--- src/design/pttd_pkg.sv ---
// Shared types, token codes and character tables of the packed token text decoder.
package pttd_pkg;

   localparam int MAX_DEPTH_DEFAULT = 15;

   localparam logic [4:0] TOKEN_RECORD = 5'd28;
   localparam logic [4:0] TOKEN_END    = 5'd30;
   localparam logic [4:0] TOKEN_START  = 5'd31;

   typedef enum logic [1:0] {
      KIND_CHAR       = 2'd0,
      KIND_MARK       = 2'd1,
      KIND_RECORD_END = 2'd2
   } kind_type;

   // Characters that one token gives: none, one, or two for negative digits.
   typedef struct packed {
      logic [1:0] count;
      logic [6:0] first;
      logic [6:0] second;
   } lookup_type;

   localparam logic [0:27][7:0] TAB_UPPER = "ABCDEFGHIJKLMNOPQRSTUVWXYZ .";
   localparam logic [0:27][7:0] TAB_LOWER = "abcdefghijklmnopqrstuvwxyz@-";
   localparam logic [0:27][7:0] TAB_PUNCT = "!\"#$%&'()*+,/:;<=>?[\\]^_`{|}";

   localparam logic [6:0] CHAR_ZERO     = 7'h30;
   localparam logic [6:0] CHAR_QUESTION = 7'h3F;
   localparam logic [6:0] CHAR_MINUS    = 7'h2D;

   // Maps a character token to its text at the given (capped) nesting level.
   function automatic lookup_type char_lookup(input logic [1:0] level,
                                              input logic [4:0] tok);
      lookup_type r;
      r = '0;
      if (level == 2'd0) begin
         case (tok) inside
            [5'd0:5'd9]: begin
               r.count = 2'd1;
               r.first = CHAR_ZERO + {2'b00, tok};
            end
            [5'd10:5'd16]: begin
               r.count = 2'd1;
               r.first = CHAR_QUESTION;
            end
            [5'd17:5'd25]: begin
               r.count  = 2'd2;
               r.first  = CHAR_MINUS;
               r.second = CHAR_ZERO + {2'b00, tok - 5'd16};
            end
            default: r.count = 2'd0;
         endcase
      end else if (tok <= 5'd27) begin
         r.count = 2'd1;
         case (level)
            2'd1:    r.first = TAB_UPPER[tok][6:0];
            2'd2:    r.first = TAB_LOWER[tok][6:0];
            default: r.first = TAB_PUNCT[tok][6:0];
         endcase
      end
      return r;
   endfunction

endpackage

--- src/design/pttd_req_if.sv ---
// Request channel: one packed record byte per transfer.
interface pttd_req_if;
   logic       valid;
   logic       ready;
   logic [7:0] data_byte;
   logic       last_byte;

   modport source (output valid, output data_byte, output last_byte, input ready);
   modport sink   (input valid, input data_byte, input last_byte, output ready);
endinterface

--- src/design/pttd_rsp_if.sv ---
// Response channel: one decoded result per transfer.
interface pttd_rsp_if;
   logic       valid;
   logic       ready;
   logic [1:0] kind;
   logic [6:0] char_code;
   logic       last;

   modport source (output valid, output kind, output char_code, output last, input ready);
   modport sink   (input valid, input kind, input char_code, input last, output ready);
endinterface

--- src/design/packed_token_text_decoder.sv ---
// Top level of the packed token text decoder.
//
// The request channel carries one record byte per transfer, most significant
// bit first, with last_byte set on the final byte of the record. The block
// cuts the stream into 5-bit tokens and the response channel returns the
// results one per transfer: a character, a field boundary mark or a record
// end, with last set on the final result that a byte causes.
// A byte is decoded in the cycle of its transfer and its zero to four
// results are loaded into a small result buffer; the first result is
// visible in the cycle after the request transfer. The buffer then drains
// at one result per cycle while the receiver is ready, through the single
// response port. A new byte is taken while the final result of the previous
// byte is being transferred, so bytes with one result each stream at one per
// cycle while the receiver is ready.
// When the receiver stalls, the buffered results hold and the request side
// stalls until the buffer is empty or its final result is being transferred.
// Synchronous reset empties the buffer and clears the leftover bits, the
// nesting depth, the stop flag and the character flag; the same state also
// clears after the byte that carries last_byte.
module packed_token_text_decoder #(
   parameter int MAX_DEPTH = pttd_pkg::MAX_DEPTH_DEFAULT
) (
   input  logic        clock,
   input  logic        reset,
   pttd_req_if.sink    req_ch,
   pttd_rsp_if.source  rsp_ch
);

   localparam int DW = $clog2(MAX_DEPTH + 1);
   localparam logic [DW-1:0] MAX_D = DW'(MAX_DEPTH);

   // Decoder state carried from byte to byte.
   logic [3:0]    left_bits_ff, left_bits_in;
   logic [2:0]    left_cnt_ff,  left_cnt_in;
   logic [DW-1:0] depth_ff,     depth_in;
   logic          stopped_ff,   stopped_in;
   logic          chars_ff,     chars_in;

   // Result buffer; entry 0 is the one on the response channel.
   pttd_pkg::kind_type kind_ff [4];
   logic [6:0]         code_ff [4];
   logic [2:0]         rem_ff;

   pttd_pkg::kind_type res_kind [4];
   logic [6:0]         res_code [4];
   logic [2:0]         res_n;

   logic               accept;
   logic               pop;

   // Combinational decode of the incoming byte against the current state.
   always_comb begin
      logic [11:0]          acc;
      logic [3:0]           nb;
      logic                 two;
      logic [4:0]           tok [2];
      logic [1:0]           level;
      pttd_pkg::lookup_type lk;

      acc    = {left_bits_ff, req_ch.data_byte};
      nb     = {1'b0, left_cnt_ff} + 4'd8;
      two    = (nb >= 4'd10);
      tok[0] = 5'(acc >> (nb - 4'd5));
      tok[1] = 5'(acc >> (nb - 4'd10));

      depth_in   = depth_ff;
      stopped_in = stopped_ff;
      chars_in   = chars_ff;
      res_n      = 3'd0;
      for (int i = 0; i < 4; i++) begin
         res_kind[i] = pttd_pkg::KIND_CHAR;
         res_code[i] = 7'd0;
      end

      // Two tokens at most, processed in stream order.
      for (int i = 0; i < 2; i++) begin
         level = (depth_in > DW'(3)) ? 2'd3 : depth_in[1:0];
         lk    = pttd_pkg::char_lookup(level, tok[i]);
         if ((i == 0 || two) && !stopped_in) begin
            case (tok[i])
               pttd_pkg::TOKEN_START: begin
                  if (depth_in < MAX_D) begin
                     depth_in = depth_in + DW'(1);
                  end
               end
               pttd_pkg::TOKEN_END: begin
                  if (depth_in != '0) begin
                     depth_in = depth_in - DW'(1);
                  end
                  // A mark closes a field only if it holds characters.
                  if (depth_in == '0 && chars_in) begin
                     res_kind[res_n[1:0]] = pttd_pkg::KIND_MARK;
                     res_n    = res_n + 3'd1;
                     chars_in = 1'b0;
                  end
               end
               pttd_pkg::TOKEN_RECORD: begin
                  res_kind[res_n[1:0]] = pttd_pkg::KIND_RECORD_END;
                  res_n      = res_n + 3'd1;
                  stopped_in = 1'b1;
               end
               default: begin
                  if (lk.count != 2'd0) begin
                     res_kind[res_n[1:0]] = pttd_pkg::KIND_CHAR;
                     res_code[res_n[1:0]] = lk.first;
                     res_n    = res_n + 3'd1;
                     chars_in = 1'b1;
                  end
                  if (lk.count == 2'd2) begin
                     res_kind[res_n[1:0]] = pttd_pkg::KIND_CHAR;
                     res_code[res_n[1:0]] = lk.second;
                     res_n = res_n + 3'd1;
                  end
               end
            endcase
         end
      end

      // Bits that did not fill a token wait for the next byte.
      nb           = two ? (nb - 4'd10) : (nb - 4'd5);
      left_cnt_in  = nb[2:0];
      left_bits_in = acc[3:0] & (4'hF >> (4'd4 - nb));
   end

   // A byte enters once the buffer is empty or is giving up its final result.
   assign req_ch.ready = (rem_ff == 3'd0) || (rem_ff == 3'd1 && rsp_ch.ready);
   assign accept       = req_ch.valid && req_ch.ready;
   assign pop          = rsp_ch.valid && rsp_ch.ready;

   assign rsp_ch.valid     = (rem_ff != 3'd0);
   assign rsp_ch.kind      = kind_ff[0];
   assign rsp_ch.char_code = code_ff[0];
   assign rsp_ch.last      = (rem_ff == 3'd1);

   always_ff @(posedge clock) begin
      if (reset) begin
         left_bits_ff <= '0;
         left_cnt_ff  <= '0;
         depth_ff     <= '0;
         stopped_ff   <= 1'b0;
         chars_ff     <= 1'b0;
         rem_ff       <= '0;
      end else begin
         if (accept) begin
            if (req_ch.last_byte) begin
               left_bits_ff <= '0;
               left_cnt_ff  <= '0;
               depth_ff     <= '0;
               stopped_ff   <= 1'b0;
               chars_ff     <= 1'b0;
            end else begin
               left_bits_ff <= left_bits_in;
               left_cnt_ff  <= left_cnt_in;
               depth_ff     <= depth_in;
               stopped_ff   <= stopped_in;
               chars_ff     <= chars_in;
            end
            rem_ff <= res_n;
         end else if (pop) begin
            rem_ff <= rem_ff - 3'd1;
         end
      end
   end

   // Buffer payload: loaded on a request transfer, shifted on a response one.
   always_ff @(posedge clock) begin
      if (accept) begin
         for (int i = 0; i < 4; i++) begin
            kind_ff[i] <= res_kind[i];
            code_ff[i] <= res_code[i];
         end
      end else if (pop) begin
         for (int i = 0; i < 3; i++) begin
            kind_ff[i] <= kind_ff[i+1];
            code_ff[i] <= code_ff[i+1];
         end
      end
   end

endmodule

--- src/flat_wrapper.sv ---
// flat-port wrapper written by rule: the top's interface ports become plain ports
module packed_token_text_decoder_flat 
#(
   parameter int MAX_DEPTH = pttd_pkg::MAX_DEPTH_DEFAULT
)
  (clock, reset, req_ch_valid, req_ch_data_byte, req_ch_last_byte, req_ch_ready, rsp_ch_valid, rsp_ch_kind, rsp_ch_char_code, rsp_ch_last, rsp_ch_ready);
  pttd_req_if req_ch_i ();
  pttd_rsp_if rsp_ch_i ();
  input  logic clock;
  input  logic reset;
  input wire logic [$bits(req_ch_i.valid)-1:0] req_ch_valid;
  input wire logic [$bits(req_ch_i.data_byte)-1:0] req_ch_data_byte;
  input wire logic [$bits(req_ch_i.last_byte)-1:0] req_ch_last_byte;
  output wire logic [$bits(req_ch_i.ready)-1:0] req_ch_ready;
  output wire logic [$bits(rsp_ch_i.valid)-1:0] rsp_ch_valid;
  output wire logic [$bits(rsp_ch_i.kind)-1:0] rsp_ch_kind;
  output wire logic [$bits(rsp_ch_i.char_code)-1:0] rsp_ch_char_code;
  output wire logic [$bits(rsp_ch_i.last)-1:0] rsp_ch_last;
  input wire logic [$bits(rsp_ch_i.ready)-1:0] rsp_ch_ready;
  assign req_ch_i.valid = req_ch_valid;
  assign req_ch_i.data_byte = req_ch_data_byte;
  assign req_ch_i.last_byte = req_ch_last_byte;
  assign req_ch_ready = req_ch_i.ready;
  assign rsp_ch_valid = rsp_ch_i.valid;
  assign rsp_ch_kind = rsp_ch_i.kind;
  assign rsp_ch_char_code = rsp_ch_i.char_code;
  assign rsp_ch_last = rsp_ch_i.last;
  assign rsp_ch_i.ready = rsp_ch_ready;
  packed_token_text_decoder #(.MAX_DEPTH(MAX_DEPTH)) u_core (.clock(clock), .reset(reset), .req_ch(req_ch_i), .rsp_ch(rsp_ch_i));
endmodule
--- config.mk ---
export PLATFORM = sky130hd
export DESIGN_NAME = packed_token_text_decoder_flat
export DESIGN_NICKNAME = d
export VERILOG_FILES = /design/src/design/pttd_pkg.sv /design/src/design/pttd_req_if.sv /design/src/design/pttd_rsp_if.sv /design/src/design/packed_token_text_decoder.sv /design/src/flat_wrapper.sv
export SDC_FILE = /design/constraint.sdc
export NUM_CORES = 1
export LEC_CHECK = 0
export BUFFER_PORTS_ARGS = -buffer_cell sky130_fd_sc_hd__buf_2
export CORE_AREA = 3 3 147 149
export CTS_CLUSTER_SIZE = 12
export DETAILED_ROUTE_END_ITERATION = 8
export DIE_AREA = 0 0 150 152
export PLACE_DENSITY = 0.54
export SYNTH_ARGS = -nofsm -noshare
export SYNTH_HDL_FRONTEND = slang
export SYNTH_SLANG_ARGS = --single-unit
--- constraint.sdc ---
create_clock -name clock -period 18.2 [get_ports clock]
set_input_delay 4.55 -clock clock [delete_from_list [all_inputs] [get_ports clock]]
set_output_delay 4.55 -clock clock [all_outputs]
set_load 0.01 [all_outputs]
-- After elaboration in Yosys (flattened, before gate mapping)
Memories as Yosys holds them, arrays and structs flattened.
Cells that the tools add are included.
- $add $sub $neg: 18
- $mul: 0
- divide/modulo/power cells: 0
- $lt $le $gt $ge: 27
- equality and inequality tests: 13
- shift operators: 3
- mux-type cells: 138
- bitwise gates (word level): 24
- reductions and logical operators: 32
- operators by type and width (kind ; number):
    two-way mux 28 bit ; 9
    two-way mux 7 bit ; 33
    bitwise mux 28 bit ; 3
    two-way mux 8 bit ; 10
    two-way mux 4 bit ; 13
    demux 7 bit (select 2 bit) ; 3
    two-way mux 3 bit ; 13
    two-way mux 2 bit ; 16
    == test 5 bit (second input constant) ; 6
    less-or-equal comparator 5 bit (second input constant) ; 6
    adder 6 x 5 -> 7 bit (first input constant) ; 4
    case mux 7 bit (2 select lines) ; 2
    AND 8 bit ; 3
    inverter 8 bit ; 3
    case mux 8 bit (3 select lines) ; 1
    right shift 12 x 4 -> 5 bit ; 2
    two-way mux 1 bit ; 20
    two-way mux 6 bit ; 3
    two-way mux 9 bit ; 2
    case mux 3 bit (3 select lines) ; 2
    case mux 4 bit (2 select lines) ; 2
    logical AND 1 bit ; 15
    AND 4 bit ; 3
    demux 2 bit (select 2 bit) ; 3
    40 further kinds ; 78
- flip-flop bits (word level): 16
- latch bits: 0
- RAM bits: 36
- bits in read-only memories: 1536
- output and inout bits: 12
- memories kept: 8
- memory list (name ; words ; width ; read ports ; clocked after Yosys merged registers in ; wr ports ; line ; source):
    (no name shown) ; 32 ; 8 ; 1 ; 0 ; 0 ; pttd_pkg.sv:56 ; 2'd1: r.first = TAB_UPPER[tok][6:0];
    (no name shown) ; 32 ; 8 ; 1 ; 0 ; 0 ; pttd_pkg.sv:57 ; 2'd2: r.first = TAB_LOWER[tok][6:0];
    (no name shown) ; 32 ; 8 ; 1 ; 0 ; 0 ; pttd_pkg.sv:58 ; default: r.first = TAB_PUNCT[tok][6:0];
    (no name shown) ; 32 ; 8 ; 1 ; 0 ; 0 ; pttd_pkg.sv:56 ;
    (no name shown) ; 32 ; 8 ; 1 ; 0 ; 0 ; pttd_pkg.sv:57 ;
    (no name shown) ; 32 ; 8 ; 1 ; 0 ; 0 ; pttd_pkg.sv:58 ;
    2 more memories ; n/a ; n/a ; n/a ; n/a ; n/a ; n/a ;

-- Depth between registers and ports, before layout
Gate-level depths: netlist (run 1).
- word-level depth: 33
- gate-level depth with buffers: 34
- mapped depth without buffers: 28

-- Worst setup path after synthesis (run 1)
OpenSTA, ideal clock, no wires.
- path kind: input to register
- from: input req_ch_data_byte[0]
- to: memory u_core.code_ff[0][1] (data pin)
- arrival: 9.519 ns
- data required time: 18.064 ns
- setup slack: 8.545 ns
- stages on the path: 23
- buffers on the path: 3
- path through: mux4_2 a221oi_4 inv_1 ha_1 clkbuf_1 nand2_1 a21oi_1 and4_1 or2_2 clkbuf_1 nor3_1 ha_1 inv_1 a41oi_1 or2_2 clkbuf_1 xnor2_1 inv_1 ha_1 nand2_1 a21oi_4 or4_1 nand3_1
- RTL lines (what ; line ; source):
    from (decl) ; flat_wrapper.sv:12 ; input wire logic [$bits(req_ch_i.data_byte)-1:0] req_ch_data_byte;
    to (decl) ; packed_token_text_decoder.sv:41 ; logic [6:0] code_ff [4];

==> results of run 1 <==
-- metal layers --
metal  GRT usage (%)  vias up  part of all wire, %
met5               0        -                    0
met4            4.23        0                  2.0
met3            1.67       30                  5.0
met2            26.7      224                   47
met1            24.5     2893                   46
li1                -     2909                    -
-- sequential cells by signal, summed over array words and instances (netlist names) --
register and flops:
u_core.code_ff 28, u_core.kind_ff 8, u_core.depth_ff 4, u_core.left_bits_ff 4, u_core.left_cnt_ff 3, u_core.rem_ff 3, u_core.chars_ff 1, u_core.stopped_ff 1
-- final timing paths --
kind / from / endpoint / slack [ns] / depth (start not counted)
worst min register to register: u_core.kind_ff[2][0]$_DFFE_PP_ / u_core.kind_ff[1][0]$_DFFE_PP_ / 0.51 / 2
worst max-delay path: req_ch_data_byte[4] / u_core.code_ff[0][1]$_DFFE_PP_ / 7.80 / 24
worst max register to register: u_core.left_cnt_ff[1]$_SDFFE_PP0P_ / u_core.code_ff[0][1]$_DFFE_PP_ / 10.08 / 25
worst min-delay path: u_core.kind_ff[2][0]$_DFFE_PP_ / u_core.kind_ff[1][0]$_DFFE_PP_ / 0.51 / 2
-- area by class of cell --
| type | instances | area, um^2 | share of cell area [%] |
|---|---|---|---|
| clock buffer | 5 | 125 | 1.91 |
| clock inverter | 3 | 27.5 | 0.421 |
| inverter | 38 | 143 | 2.18 |
| multi-input combinational | 621 | 4300 | 65.8 |
| sequential | 52 | 1400 | 21.4 |
| tap | 270 | 338 | 5.17 |
| timing repair buffer | 35 | 203 | 3.10 |
-- critical path: stages --
cell      delay [ns]
buf_2           0.15
nor2b_1         0.14
o21ai_0         0.25
a211oi_1        0.14
nor2_1          0.68
inv_1           0.28
ha_1            0.50
nand4_1         0.19
nand3_1         0.09
nor3_1          0.19
a21oi_1         0.11
or2_2           0.35
nor3_1          0.37
ha_1            0.26
inv_1           0.07
a41oi_1         0.46
or2_2           0.27
xnor2_1         0.18
inv_1           0.11
ha_1            0.22
nand2_1         0.20
a21oi_4         0.14
or4_1           0.54
nand3_1         0.09
-- cells in the mapped netlist, types with 6 or more instances --
library cell	count
a22oi_1	10
mux4_2	8
edfxtp_1	36
a211o_1	7
nor2_1	70
nand2b_1	12
o211ai_1	14
o21ai_0	36
inv_1	37
a211oi_1	13
and2_1	8
dfxtp_1	16
clkbuf_1	33
or2_2	10
o31ai_1	13
a221oi_1	6
buf_2	6
o22ai_1	8
a22o_1	12
nand4_1	7
nor3_1	27
nand2_1	79
a31oi_1	15
nor2b_1	9
mux2_2	10
a21oi_1	39
ha_1	39
a21o_1	7
a32o_1	7
mux2i_1	23
nand3_1	30
buf_4	8
-- where the power goes --
group	switching, mW	internal, mW	leakage (nW)
Clock	0.0530	0.0525	0.0719
Sequential	0.0197	0.189	0.492
Combinational	0.541	0.287	1.83
-- logic make-up (layout without fill, tap and decap cells) --
group	count (synthesis)	in the layout	share of synthesized area (%)
and+or+nand+nor	278	278	21.8
AOI/OAI and AO/OA	255	255	31.0
buffers and inverters	92	81	6.66
DFF	52	52	23.0
muxes	41	41	8.59
adders and majority gates	39	39	8.02
xor gates and xnor gates	5	5	0.843
other	1	3	0.0616
==> impl.org, run 1 <==
** Cells and area
- The filler cells instantiated in the layout total 2187.
- The finished cells cover 6540 um^2.
- The area growth from synthesis to layout is 7.44%.
- Leaving out fill and tap cells, the most frequent cell in the layout is nand2_1.
- Nets :: 805
- Core occupancy in the finished layout :: 32.2%
- Number of antenna repair diodes :: 0
- The top cell types in the final layout, fill and taps aside, are 79 x nand2_1, 69 x nor2_1, 39 x a21oi_1, 39 x ha_1, 37 x inv_1.
- In the final layout, the share of cells above drive strength 1 is 11.7%.
- After the flow finishes, the layout carries non-filler instances totaling 1024.

** Synth
- In the synthesized netlist, the number of instances is 763.
- Prevailing post-synth register cell :: edfxtp_1
- The top cell type by area accounts for 17.8% of the synthesized area.
- Number of enable-type register cells in the synthesized netlist :: 36
- Synthesized area :: 6090 um^2
- Distinct cell type count after synthesis :: 81
- Mean cell area of the mapped netlist :: 7.98 um^2
- Seq/Total Area, Yosys :: 23.0%
- Flops & latches, synth :: 52
- Area contributors post-synth :: edfxtp_1 18%, ha_1 8.0%, dfxtp_1 5.3%
- Warning count from the yosys run :: 0
- Post-synthesis async set-or-reset flop share :: 0%
- The largest total area in the synthesized netlist belongs to edfxtp_1.

** Timing
- RSZ-0062 raised after global routing :: no
- Worst max-slew margin expressed relative to the limit :: 38.9%
- Least-Margin Pin Slew :: 0.894 ns
- Min setup slack post-route :: 7.80 ns
- Number of hold violations in the final report :: 0
- Hold is met by 0.509 ns.
- Clock period minus worst slack :: 10.40 ns
- Setup violations remaining at the end of the flow were counted as 0.
- Accumulated negative setup slack :: 0 ns
- In the finished design, the share of the clock period the worst path needs comes to 57.2%.
- Maximum frequency from static timing analysis :: 0.0961 GHz
- The count of final max-slew check failures was 0.
- Clock skew on the completed layout was measured at 0.0153 ns.

** Power
- Total leakage power :: 2.40 nW
- Largest vdd supply drop :: 0.0765 mV
- Cell Pwr Density :: 175 nW/um^2
- Power, Total :: 1.14 mW

** CTS
- The clock passes through at most 2 buffers.
- Post-CTS timing repair inserted 0 buffers for setup.
- TritonCTS built the clock tree.
- Total clock buffers created by CTS :: 5
- After clock tree synthesis, the clock-pin slew on the worst setup and hold paths is 0.09 ns.
- Depth of the CTS H-tree :: 2
- Clock Tree Root :: clkbuf_16
- In this run, post-CTS hold repair placed 0 buffers.
- The clock drives 52 sinks.
- After clock tree synthesis, the repair step resized 0 gates.
- At the later pin of the worst-skew pair, clock insertion delay measures 0.31 ns.

** Global routing
- After global routing the overflow that remains totals 0.
- Pin count of the biggest net entering global routing :: 43
- The via count of the first global-routing pass was 5432.
- The initial antenna violation count is 0.
- The first global-routing pass estimated 31200 um of wire.
- Combined global-route utilization of all metal layers :: 16.8%

** Flow run
- Max-capacitance violation count :: 0

** Critical path
- Worst Path Max Fanout :: 16
- Type of the worst setup path :: in -> reg
- The worst setup path is launched from an input port.
- For the worst setup path, the data required time is 18.37 ns.
- At the worst endpoint, the arrival time is 10.57 ns.
- STA classifies the critical path endpoint as a register.

** Floorplanning
- Initial Util :: 30.0%
- I/O pin total :: 25
- The floorplan step defined a core boundary enclosing 20300 um^2.
- Height of the chip :: 152 um
- From left edge to right edge, the die measures 150 um.
- Die area :: 22800 um^2
- Number of placement rows :: 52

** Route
- After detailed routing, the total wire length is 19800 um.
- Length of the first detailed-routing pass in iterations :: 5
- Number of design-rule violations left by the first detailed-router iteration :: 723
- After detailed routing, the number of vias per cell comes to 5.91.
- WL/cell :: 19.3 um
- Number of remaining DRC errors :: 0
- The routed layout has 6056 vias.
- Once detail routing completed, the nets flagged for antenna violations numbered 0.

** Place
- Area post-placement :: 6390 um^2
- During placement, the flow inserted port buffers numbering 24.
- Inst Count DP :: 1016
- HPWL after detailed placement :: 14300 um
- Routability-driven placement congestion ratio :: 0.939
- At the placement stage, the worst setup path has a slack of 7.61 ns.

** Worst hold path
- The worst hold path belongs to the class reg -> reg.

** Outcome
- The flow ran to the end, and the final reports show no timing, DRC or antenna violations.
No activity file was read; power rests on OpenSTA's default activity.
==> run 2, diff against run 1 <==
--- a/config.mk
+++ b/config.mk
@@ -5,11 +5,12 @@
 export SDC_FILE = /design/constraint.sdc
 export NUM_CORES = 1
 export LEC_CHECK = 0
+export ABC_AREA = 1
 export BUFFER_PORTS_ARGS = -buffer_cell sky130_fd_sc_hd__buf_2
-export CORE_AREA = 3 3 147 149
+export CORE_AREA = 3 3 144 146
 export CTS_CLUSTER_SIZE = 12
 export DETAILED_ROUTE_END_ITERATION = 8
-export DIE_AREA = 0 0 150 152
+export DIE_AREA = 0 0 147 149
 export PLACE_DENSITY = 0.54
 export SYNTH_ARGS = -nofsm -noshare
 export SYNTH_HDL_FRONTEND = slang
==> constraint.sdc (replaced) <==
create_clock -name clock -period 10 [get_ports clock]
set_input_delay 2.5 -clock clock [delete_from_list [all_inputs] [get_ports clock]]
set_output_delay 2.5 -clock clock [all_outputs]
set_load 0.01 [all_outputs]
==> impl.org, run 2 <==
** Route
- Length of the first detailed-routing pass in iterations :: 6 (+1)
- The remaining number of nets flagged by the antenna check after routing is 0 (unchanged).
- The starting DRC count in detailed routing was 533 (-26%).
- The post-detailed-route via-to-cell ratio came to 5.22 (-12%).
- Number of remaining DRC errors :: 0 (unchanged)
- Wire length after detailed routing :: 17600 um (-11%)
- Routed vias :: 5961 (-1.6%)
- The average routed wire per standard cell is 15.4 um (-20%).

** Timing
- RSZ-0062 raised after global routing :: no
- The hold violation count in the final report came to 0 (unchanged).
- The transition at the pin with the smallest max-transition slack was 0.927 ns (+0.0334 ns).
- The sum of negative setup slack was 0 ns (unchanged).
- Static timing analysis puts the maximum clock frequency at 0.154 GHz.
- Clock tree skew after final layout :: 0.00412 ns (-0.0112 ns)
- Final critical-path share of the clock period :: 65.1%
- Clock period minus worst slack :: 6.51 ns
- Setup violators final :: 0 (unchanged)
- The worst max-slew margin expressed relative to the limit was 38.0% (-0.92 points).
- Max-slew violation count :: 0 (unchanged)

** Synth
- Among all flip-flop cells after synthesis, the most frequent one is edfxtp_1.
- Flops & latches, synth :: 52 (unchanged)
- The count of warnings emitted by yosys was 0 (unchanged).
- The part of the Yosys area used for sequential elements came to 24.0% (+0.99 points).
- The area share of and/or/nand/nor cells after synthesis was 35.5% (+14 points).
- Most common cell in the netlist :: nand2_1
- The synthesized design spends more area on one cell type than any other, namely edfxtp_1.
- The fraction of registers with async set or reset after synthesis came to 0% (unchanged).
- Area fraction in compound gates after synthesis :: 20.0% (-11 points)
- Share of synthesized area spent on multiplexers :: 0% (-8.6 points)
- Distinct cell type count after synthesis :: 58 (-28%)
- In the post-synthesis netlist, the biggest area contributors are edfxtp_1 19%, nand2_1 14%, ha_1 8.4%.
- The xor/xnor cell area share of the yosys netlist came to 1.35% (+0.51 points).
- Mapped Cells :: 870 (+14%)
- Post-synth top area share :: 18.5% (+0.76 points)
- The adder and majority gate portion of the synthesized area was 8.36% (+0.34 points).
- Number of enable-type register cells in the synthesized netlist :: 36 (unchanged)
- Sorting the synthesized cells by how often they occur yields 219 x nand2_1, 86 x inv_1, 70 x nand3_1.
- The post-synthesis instance area is 5840 um^2 (-4.1%).
- The post-synthesis average cell area is 6.71 um^2 (-16%).
- By area, the combinational part of the netlist is dominated by simple AND/OR/NAND/NOR gates.

** CTS
- The number of post-CTS setup repair buffers came to 0 (unchanged).
- The clock slew at the register clock pins of the worst setup and hold paths was 0.08 ns (about the same).
- Post-cts gate resize count :: 0 (unchanged)
- The number of hold-repair buffers added at the cts stage is 0 (unchanged).
- The number of levels in the clock H-tree came to 2 (unchanged).
- The root buffer cell chosen for the clock tree is clkbuf_16.
- TritonCTS built the clock tree.
- The number of sinks driven by the clock tree was 52 (unchanged).
- Later-pin clock latency in the skew report :: 0.31 ns (about the same)
- The maximum count of clock buffers along a single path is 2 (unchanged).
- The total CTS buffers was 5 (unchanged).

** Critical path
- The cell family contributing the most delay on the critical path is simple AND/OR/NAND/NOR gates.
- Critical Path Source Type :: input port
- Among all stages on the critical path, the largest delay is contributed by ha_1.
- The longest individual stage delay on the worst path was 0.33 ns (-0.35 ns).
- The required time of the critical path is 10.07 ns (-8.30 ns).
- Worst setup EP type :: register
- Worst Path Max Fanout :: 12 (-4)
- In this run the critical register-to-register path is captured at u_core.code_ff[0][0]$_DFFE_PP_.
- Number of cells traversed by the worst register-to-register path :: 30 (+20%)
- The startpoint identified for the worst register-to-register timing path is u_core.left_cnt_ff[0]$_SDFFE_PP0P_.
- Data arrival time of the critical path :: 6.58 ns (-3.99 ns)
- The worst setup path is of the in -> reg kind.
- The register-to-register setup slack came to 3.88 ns (-6.20 ns).
- In this design, the critical path's most frequently occurring cell is nand2_1.
- The worst path buffer plus inverter count was 6 (+2).

** Global routing
- The wire length of the first global-routing pass is 28700 um (-7.9%).
- The pin count of the biggest net entering global routing came to 34 (-21%).
- Vias in the first global route :: 5546 (+2.1%)
- Total overflow reported by the global router :: 0 (unchanged)
- Combined global-route utilization of all metal layers :: 16.0% (-0.86 points)
- Initial antenna violation count :: 0 (unchanged)

** Floorplanning
- Die Span X :: 147 um (-2.0%)
- I/O pin total :: 25 (unchanged)
- Initial Util :: 29.9% (-0.094 points)
- Die area :: 21900 um^2 (-3.9%)
- The count of standard-cell rows came to 51 (-1.9%).
- The area inside the core boundary came to 19500 um^2 (-3.8%).
- Height of the chip :: 149 um (-2.0%)

** Flow run
- The count of max-cap constraint violations was 0 (unchanged).

** Cells and area
- Nets :: 927 (+15%)
- The flip-flop count of the largest register after layout came to 28 (unchanged).
- Fraction of final layout cells sized beyond drive strength 1 :: 13.1% (+1.5 points)
- Synth-to-Final Area Change :: 7.22%
- u_core.code_ff holds more flip-flops than any other register.
- Number of antenna repair diodes :: 0 (unchanged)
- Largest regs :: u_core.code_ff x28, u_core.kind_ff x8
- Leaving out fill and tap cells, the most frequent cells in the layout are 219 x nand2_1, 86 x inv_1, 70 x nand3_1.
- Most common cell after layout, fill and taps aside :: nand2_1

** Power
- Cell Pwr Density :: 348 nW/um^2 (+100%)
- Largest vdd supply drop :: 0.220 mV (+190%)
- Total leakage power :: 2.80 nW (+17%)
- Power, Total :: 2.18 mW (+91%)

** Worst hold path
- Number of cells on the worst hold path :: 2 (unchanged)
- The path with the worst hold slack has its endpoint at u_core.left_bits_ff[2]$_SDFFE_PP0P_.
- Source of the worst hold timing path :: u_core.left_bits_ff[2]$_SDFFE_PP0P_
- Hold crit path type :: reg -> reg

** Place
- The final weighted congestion in routability-driven placement is 0.927 (-1.3%).
- Count of buffers from port buffering :: 24 (unchanged)
- HPWL after detailed placement :: 13300 um (-6.9%)

** Outcome
- The run finished with clean final reports.
run 2: cell types whose count changed after synthesis, sizes merged, moves of 12 or more:
cell    delta
nand2    +168
nand3     +45
o21ai     +42
nand4     +14
nor3      -16
inv       +69
nand2b    -12
clkbuf    -22
mux2i     -23
a211oi    -12
run 2: through the flow:
stage | utilization, % | hold slack [ns] | instance area (um^2) | cells | setup slack, ns
finish | 32.1 | 0.495 | 6260 | 1141 | 3.49
CTS | 32.1 | 0.497 | 6260 | 1141 | 3.50
detailed placement | 31.3 | 0.485 | 6110 | 1133 | 3.17
floorplan | - | 0.459 | 5840 | 872 | 4.00
global route | 32.1 | 0.522 | 6260 | 1141 | 3.00
global placement | 31.3 | 0.474 | 6110 | 1133 | 3.28
run 2: cell type report:
class                      count  area (um^2)
fill                        2188        13300
sequential                    52         1400
inverter                     109          412
tap                          265          332
multi-input combinational    680         3820
clock inverter                 3         25.0
clock buffer                   5          125
timing repair buffer          27          143
run 2: worst max path at each step:
stage / cells after the start / slack [ns] / end / startpoint
3_3_place_gp: 28 / 3.28 / u_core.code_ff[0][3]$_DFFE_PP_ / req_ch_data_byte[4]
3_5_place_dp: 28 / 3.17 / u_core.code_ff[0][3]$_DFFE_PP_ / req_ch_data_byte[4]
2_1_floorplan: 28 / 4.00 / u_core.code_ff[0][3]$_DFFE_PP_ / req_ch_data_byte[4]
4_1_cts: 28 / 3.50 / u_core.code_ff[0][3]$_DFFE_PP_ / req_ch_data_byte[4]
5_1_grt: 28 / 3.00 / u_core.code_ff[0][0]$_DFFE_PP_ / req_ch_data_byte[4]
6_report: 28 / 3.49 / u_core.code_ff[0][0]$_DFFE_PP_ / req_ch_data_byte[4]
run 2: per-layer routing:
layer	up-vias	track usage [%]	wire (um)
met5	-	0	0
met3	19	2.61	1110
li1	2971	-	-
met4	0	4.47	228
met1	2750	22.7	8450
met2	221	25.1	7760
run 2: kinds of logic (layout without fill, tap and decap cells):
group,after synthesis,in the layout
AOI/OAI and AO/OA,187,187
and+or+nand+nor,442,442
other,1,3
buffers and inverters,140,144
DFF,52,52
xor gates and xnor gates,9,9
adders and majority gates,39,39
run 2: worst reg2reg max path, delay by kind of cell, from the launching register on:
kind / cells / cell delay (ns)
and+or+nand+nor: 16 / 2.05
buffers and inverters: 7 / 0.98
AOI/OAI and AO/OA: 3 / 0.58
DFF: 1 / 0.84
adders and majority gates: 4 / 1.41
run 2: power breakdown:
group / internal, mW / leakage, nW / switching (mW) / total (mW)
clock: 0.0952 / 0.0708 / 0.0946 / 0.190
sequential: 0.350 / 0.488 / 0.0363 / 0.387
combinational: 0.478 / 2.24 / 1.13 / 1.60
==> run 3, diff against run 2 <==
--- a/config.mk
+++ b/config.mk
@@ -11,7 +11,7 @@
 export CTS_CLUSTER_SIZE = 12
 export DETAILED_ROUTE_END_ITERATION = 8
 export DIE_AREA = 0 0 147 149
-export PLACE_DENSITY = 0.54
+export PLACE_DENSITY = 0.56
 export SYNTH_ARGS = -nofsm -noshare
 export SYNTH_HDL_FRONTEND = slang
 export SYNTH_SLANG_ARGS = --single-unit
==> constraint.sdc (replaced) <==
create_clock -name clock -period 5.3 [get_ports clock]
set_input_delay 1.325 -clock clock [delete_from_list [all_inputs] [get_ports clock]]
set_output_delay 1.325 -clock clock [all_outputs]
set_load 0.01 [all_outputs]
==> impl.org, run 3 (synthesized netlist as in run 2, its figures left out) <==
** CTS
- The latest clock arrival within the worst-skew pair was 0.31 ns (about the same).
- TritonCTS built the clock tree.
- The number of sinks driven by the clock tree was 52 (unchanged).
- Clock Tree Root :: clkbuf_16
- The maximum count of clock buffers along a single path is 2 (unchanged).
- Depth of the CTS H-tree :: 2 (unchanged)
- The number of post-CTS setup repair buffers came to 0 (unchanged).
- The number of hold-repair buffers added at the cts stage is 0 (unchanged).
- The count of instances resized after the clock tree is built was 0 (unchanged).
- CTS clock-pin slew for the worst setup and hold paths :: 0.08 ns (about the same)
- Total clock buffers created by CTS :: 5 (unchanged)

** Place
- Count of buffers from port buffering :: 24 (unchanged)
- HPWL after detailed placement :: 13300 um (-0.55%)
- The worst-case setup slack after placement came to 0.00333 ns (-3.17 ns).
- Routability-driven placement congestion ratio :: 0.947 (+2.2%)

** Route
- The via total after detailed routing was 5931 (-0.50%).
- Number of remaining DRC errors :: 0 (unchanged)
- Wire length after detailed routing :: 17000 um (-3.0%)
- Detail Route Antenna Nets :: 0 (unchanged)
- The met3 routed wirelength was 1030 um (-7.3%).
- Top routing layer in use :: met4
- The length of routed wiring on met1 was 7920 um (-6.3%).
- The length of the first detailed-routing pass in iterations came to 5 (-1).
- Number of vias per cell :: 5.12 (-2.0%)
- WL/cell :: 14.7 um (-4.4%)
- Met2 wire length :: 7690 um (-0.88%)
- The starting DRC count in detailed routing is 592 (+11%).

** Worst hold path
- Hold crit path type :: reg -> reg
- The worst hold path terminates at u_core.left_bits_ff[2]$_SDFFE_PP0P_.
- Source of the worst hold timing path :: u_core.left_bits_ff[2]$_SDFFE_PP0P_
- Number of cells on the worst hold path :: 2 (unchanged)

** Critical path
- The signal arrival time at the worst endpoint came to 4.92 ns (-1.66 ns).
- The number of cells on the worst reg-to-reg path is 31 (+3.3%).
- Worst reg-to-reg setup slack :: 0.54 ns (-3.34 ns)
- The endpoint identified for the worst register-to-register timing path is u_core.code_ff[0][3]$_DFFE_PP_.
- Worst setup EP type :: register
- Critical Path Source Type :: input port
- Required time at the worst-slack endpoint :: 5.35 ns (-4.72 ns)
- Worst-path cell with the longest stage delay :: ha_2
- Type of the worst setup path :: in -> reg
- Worst Path Max Fanout :: 8 (-4)
- Worst stage delay on the critical path :: 0.29 ns (-0.04 ns)
- The worst register-to-register path begins at u_core.left_cnt_ff[0]$_SDFFE_PP0P_.
- Most common cell on crit path :: nand2_1

** Global routing
- The all-layer global routing usage was 15.8% (-0.17 points).
- Wire length of the first global-routing pass :: 28500 um (-1.0%)
- The residual overflow from global routing is 0 (unchanged).
- Pin count of the biggest net entering global routing :: 33 (-2.9%)
- The initial antenna violation count was 0 (unchanged).
- The via count of the first global-routing pass was 5652 (+1.9%).

** Cells and area
- The final-layout fill cell count came to 2166 (-1.0%).
- Most used cells in the layout excluding fill and tap cells :: 219 x nand2_1, 86 x inv_1, 70 x nand3_1
- Synth-to-Final Area Change :: 9.54%
- The register with the most flip-flops in the final layout is u_core.code_ff.
- Fraction of final layout cells sized beyond drive strength 1 :: 15.1% (+2.0 points)
- The largest registers in the layout are u_core.code_ff x28, u_core.kind_ff x8.
- Most common cell after layout, fill and taps aside :: nand2_1
- The final layout net count was 944 (+1.8%).
- Flip-flop count of the largest register, all copies and words added :: 28 (unchanged)
- The antenna diode instance count was 0 (unchanged).

** Floorplanning
- I/O pin total :: 25 (unchanged)
- Number of placement rows :: 51 (unchanged)
- Height of the chip :: 149 um (unchanged)
- Die area :: 21900 um^2 (unchanged)
- The effective utilization at floorplan is 29.9% (unchanged).
- The width of the die was 147 um (unchanged).
- The area inside the core boundary came to 19500 um^2 (unchanged).

** Timing
- The transition at the pin with the smallest max-transition slack is 0.833 ns (-0.0942 ns).
- Clock period minus worst slack :: 4.86 ns
- RSZ-0062 raised after global routing :: no
- Worst max-slew margin expressed relative to the limit :: 44.3% (+6.3 points)
- The least setup slack across all paths after layout was 0.435 ns (-3.05 ns).
- Maximum frequency from static timing analysis :: 0.206 GHz
- The count of final max-slew check failures came to 0 (unchanged).
- Final critical-path share of the clock period :: 91.8%
- Accumulated negative setup slack :: 0 ns (unchanged)
- Setup violators final :: 0 (unchanged)
- The hold violation count in the final report was 0 (unchanged).
- Clock tree skew after final layout :: 0.0113 ns (+0.00721 ns)

** Flow run
- The count of max-cap constraint violations was 0 (unchanged).

** Power
- Switching component of the power :: 2.35 mW (+87%)
- The static leakage is 2.88 nW (+2.9%).
- Sequential Power Share :: 17.0% (-0.7 points)
- The switching share of power was 56.2% (-1.4 points).
- Cell Pwr Density :: 655 nW/um^2 (+88%)
- The share of total power in the clock network was 8.5% (-0.2 points).
- The peak supply drop is 0.332 mV (+51%).
- Internal power :: 1.83 mW (+98%)
- Logic pwr share :: 74.5% (+0.9 points)

** Outcome
- The run finished with clean final reports.
==> run 3: cell types whose count changed in the layout (fill, tap and decap cells not counted) <==
cell | previous run | this run
ha_2 | 0 | 3
buf_4 | 3 | 20
ha_1 | 39 | 36
==> run 3: critical path: cells and delay by family <==
kind | cells | cell delay (ns)
adder cells (fa/ha/maj) | 3 | 0.72
AO/OA/AOI/OAI | 3 | 0.39
buffers and inverters | 6 | 0.46
AND/OR/NAND/NOR | 18 | 2.02
==> run 3: area by class of cell <==
type                            instances  area, um^2  area share (%)
Tap cell                              265         332            5.19
Clock inverter                          3        25.0           0.391
Clock buffer                            5         125            1.96
Sequential cell                        52        1400            21.9
Multi-Input combinational cell        680        3830            59.9
Inverter                              109         412            6.44
Timing Repair Buffer                   44         270            4.23
==> run 3: through the flow <==
stage          instance area [um^2]  power (mW)  utilization, %  hold WS (ns)  instances
6_report                       6390        4.19            32.7         0.497       1158
5_1_grt                        6390        4.61            32.7         0.540       1158
4_1_cts                        6390        4.17            32.7         0.497       1158
3_5_place_dp                   6240        3.80            31.9         0.483       1150
3_3_place_gp                   6240        3.82            31.9         0.474       1150
2_1_floorplan                  5840        3.05               -         0.459        872
==> run 3: routing by layer <==
metal	vias to the layer above	track usage, %
li1	2993	-
met5	-	0
met4	0	5.17
met3	34	2.55
met2	212	25.5
met1	2692	21.6
==> run 3: worst max-delay path by stage <==
stage | start | end | depth (start not counted)
after floorplan | req_ch_data_byte[4] | u_core.code_ff[0][3]$_DFFE_PP_ | 28
after global placement | req_ch_data_byte[4] | u_core.code_ff[0][3]$_DFFE_PP_ | 30
after detailed placement | req_ch_data_byte[4] | u_core.code_ff[0][3]$_DFFE_PP_ | 30
after CTS | req_ch_data_byte[4] | u_core.code_ff[0][3]$_DFFE_PP_ | 30
after global routing | req_ch_data_byte[2] | u_core.code_ff[0][3]$_DFFE_PP_ | 29
final | req_ch_data_byte[4] | u_core.code_ff[0][3]$_DFFE_PP_ | 30
==> run 3: power by group through the flow <==
stage	clock network, mW	registers [mW]	logic (mW)
floorplan	0	0.713	2.34
global route	0.382	0.727	3.50
finish	0.357	0.711	3.12
global placement	0	0.718	3.10
detailed placement	0	0.723	3.08
CTS	0.366	0.714	3.09
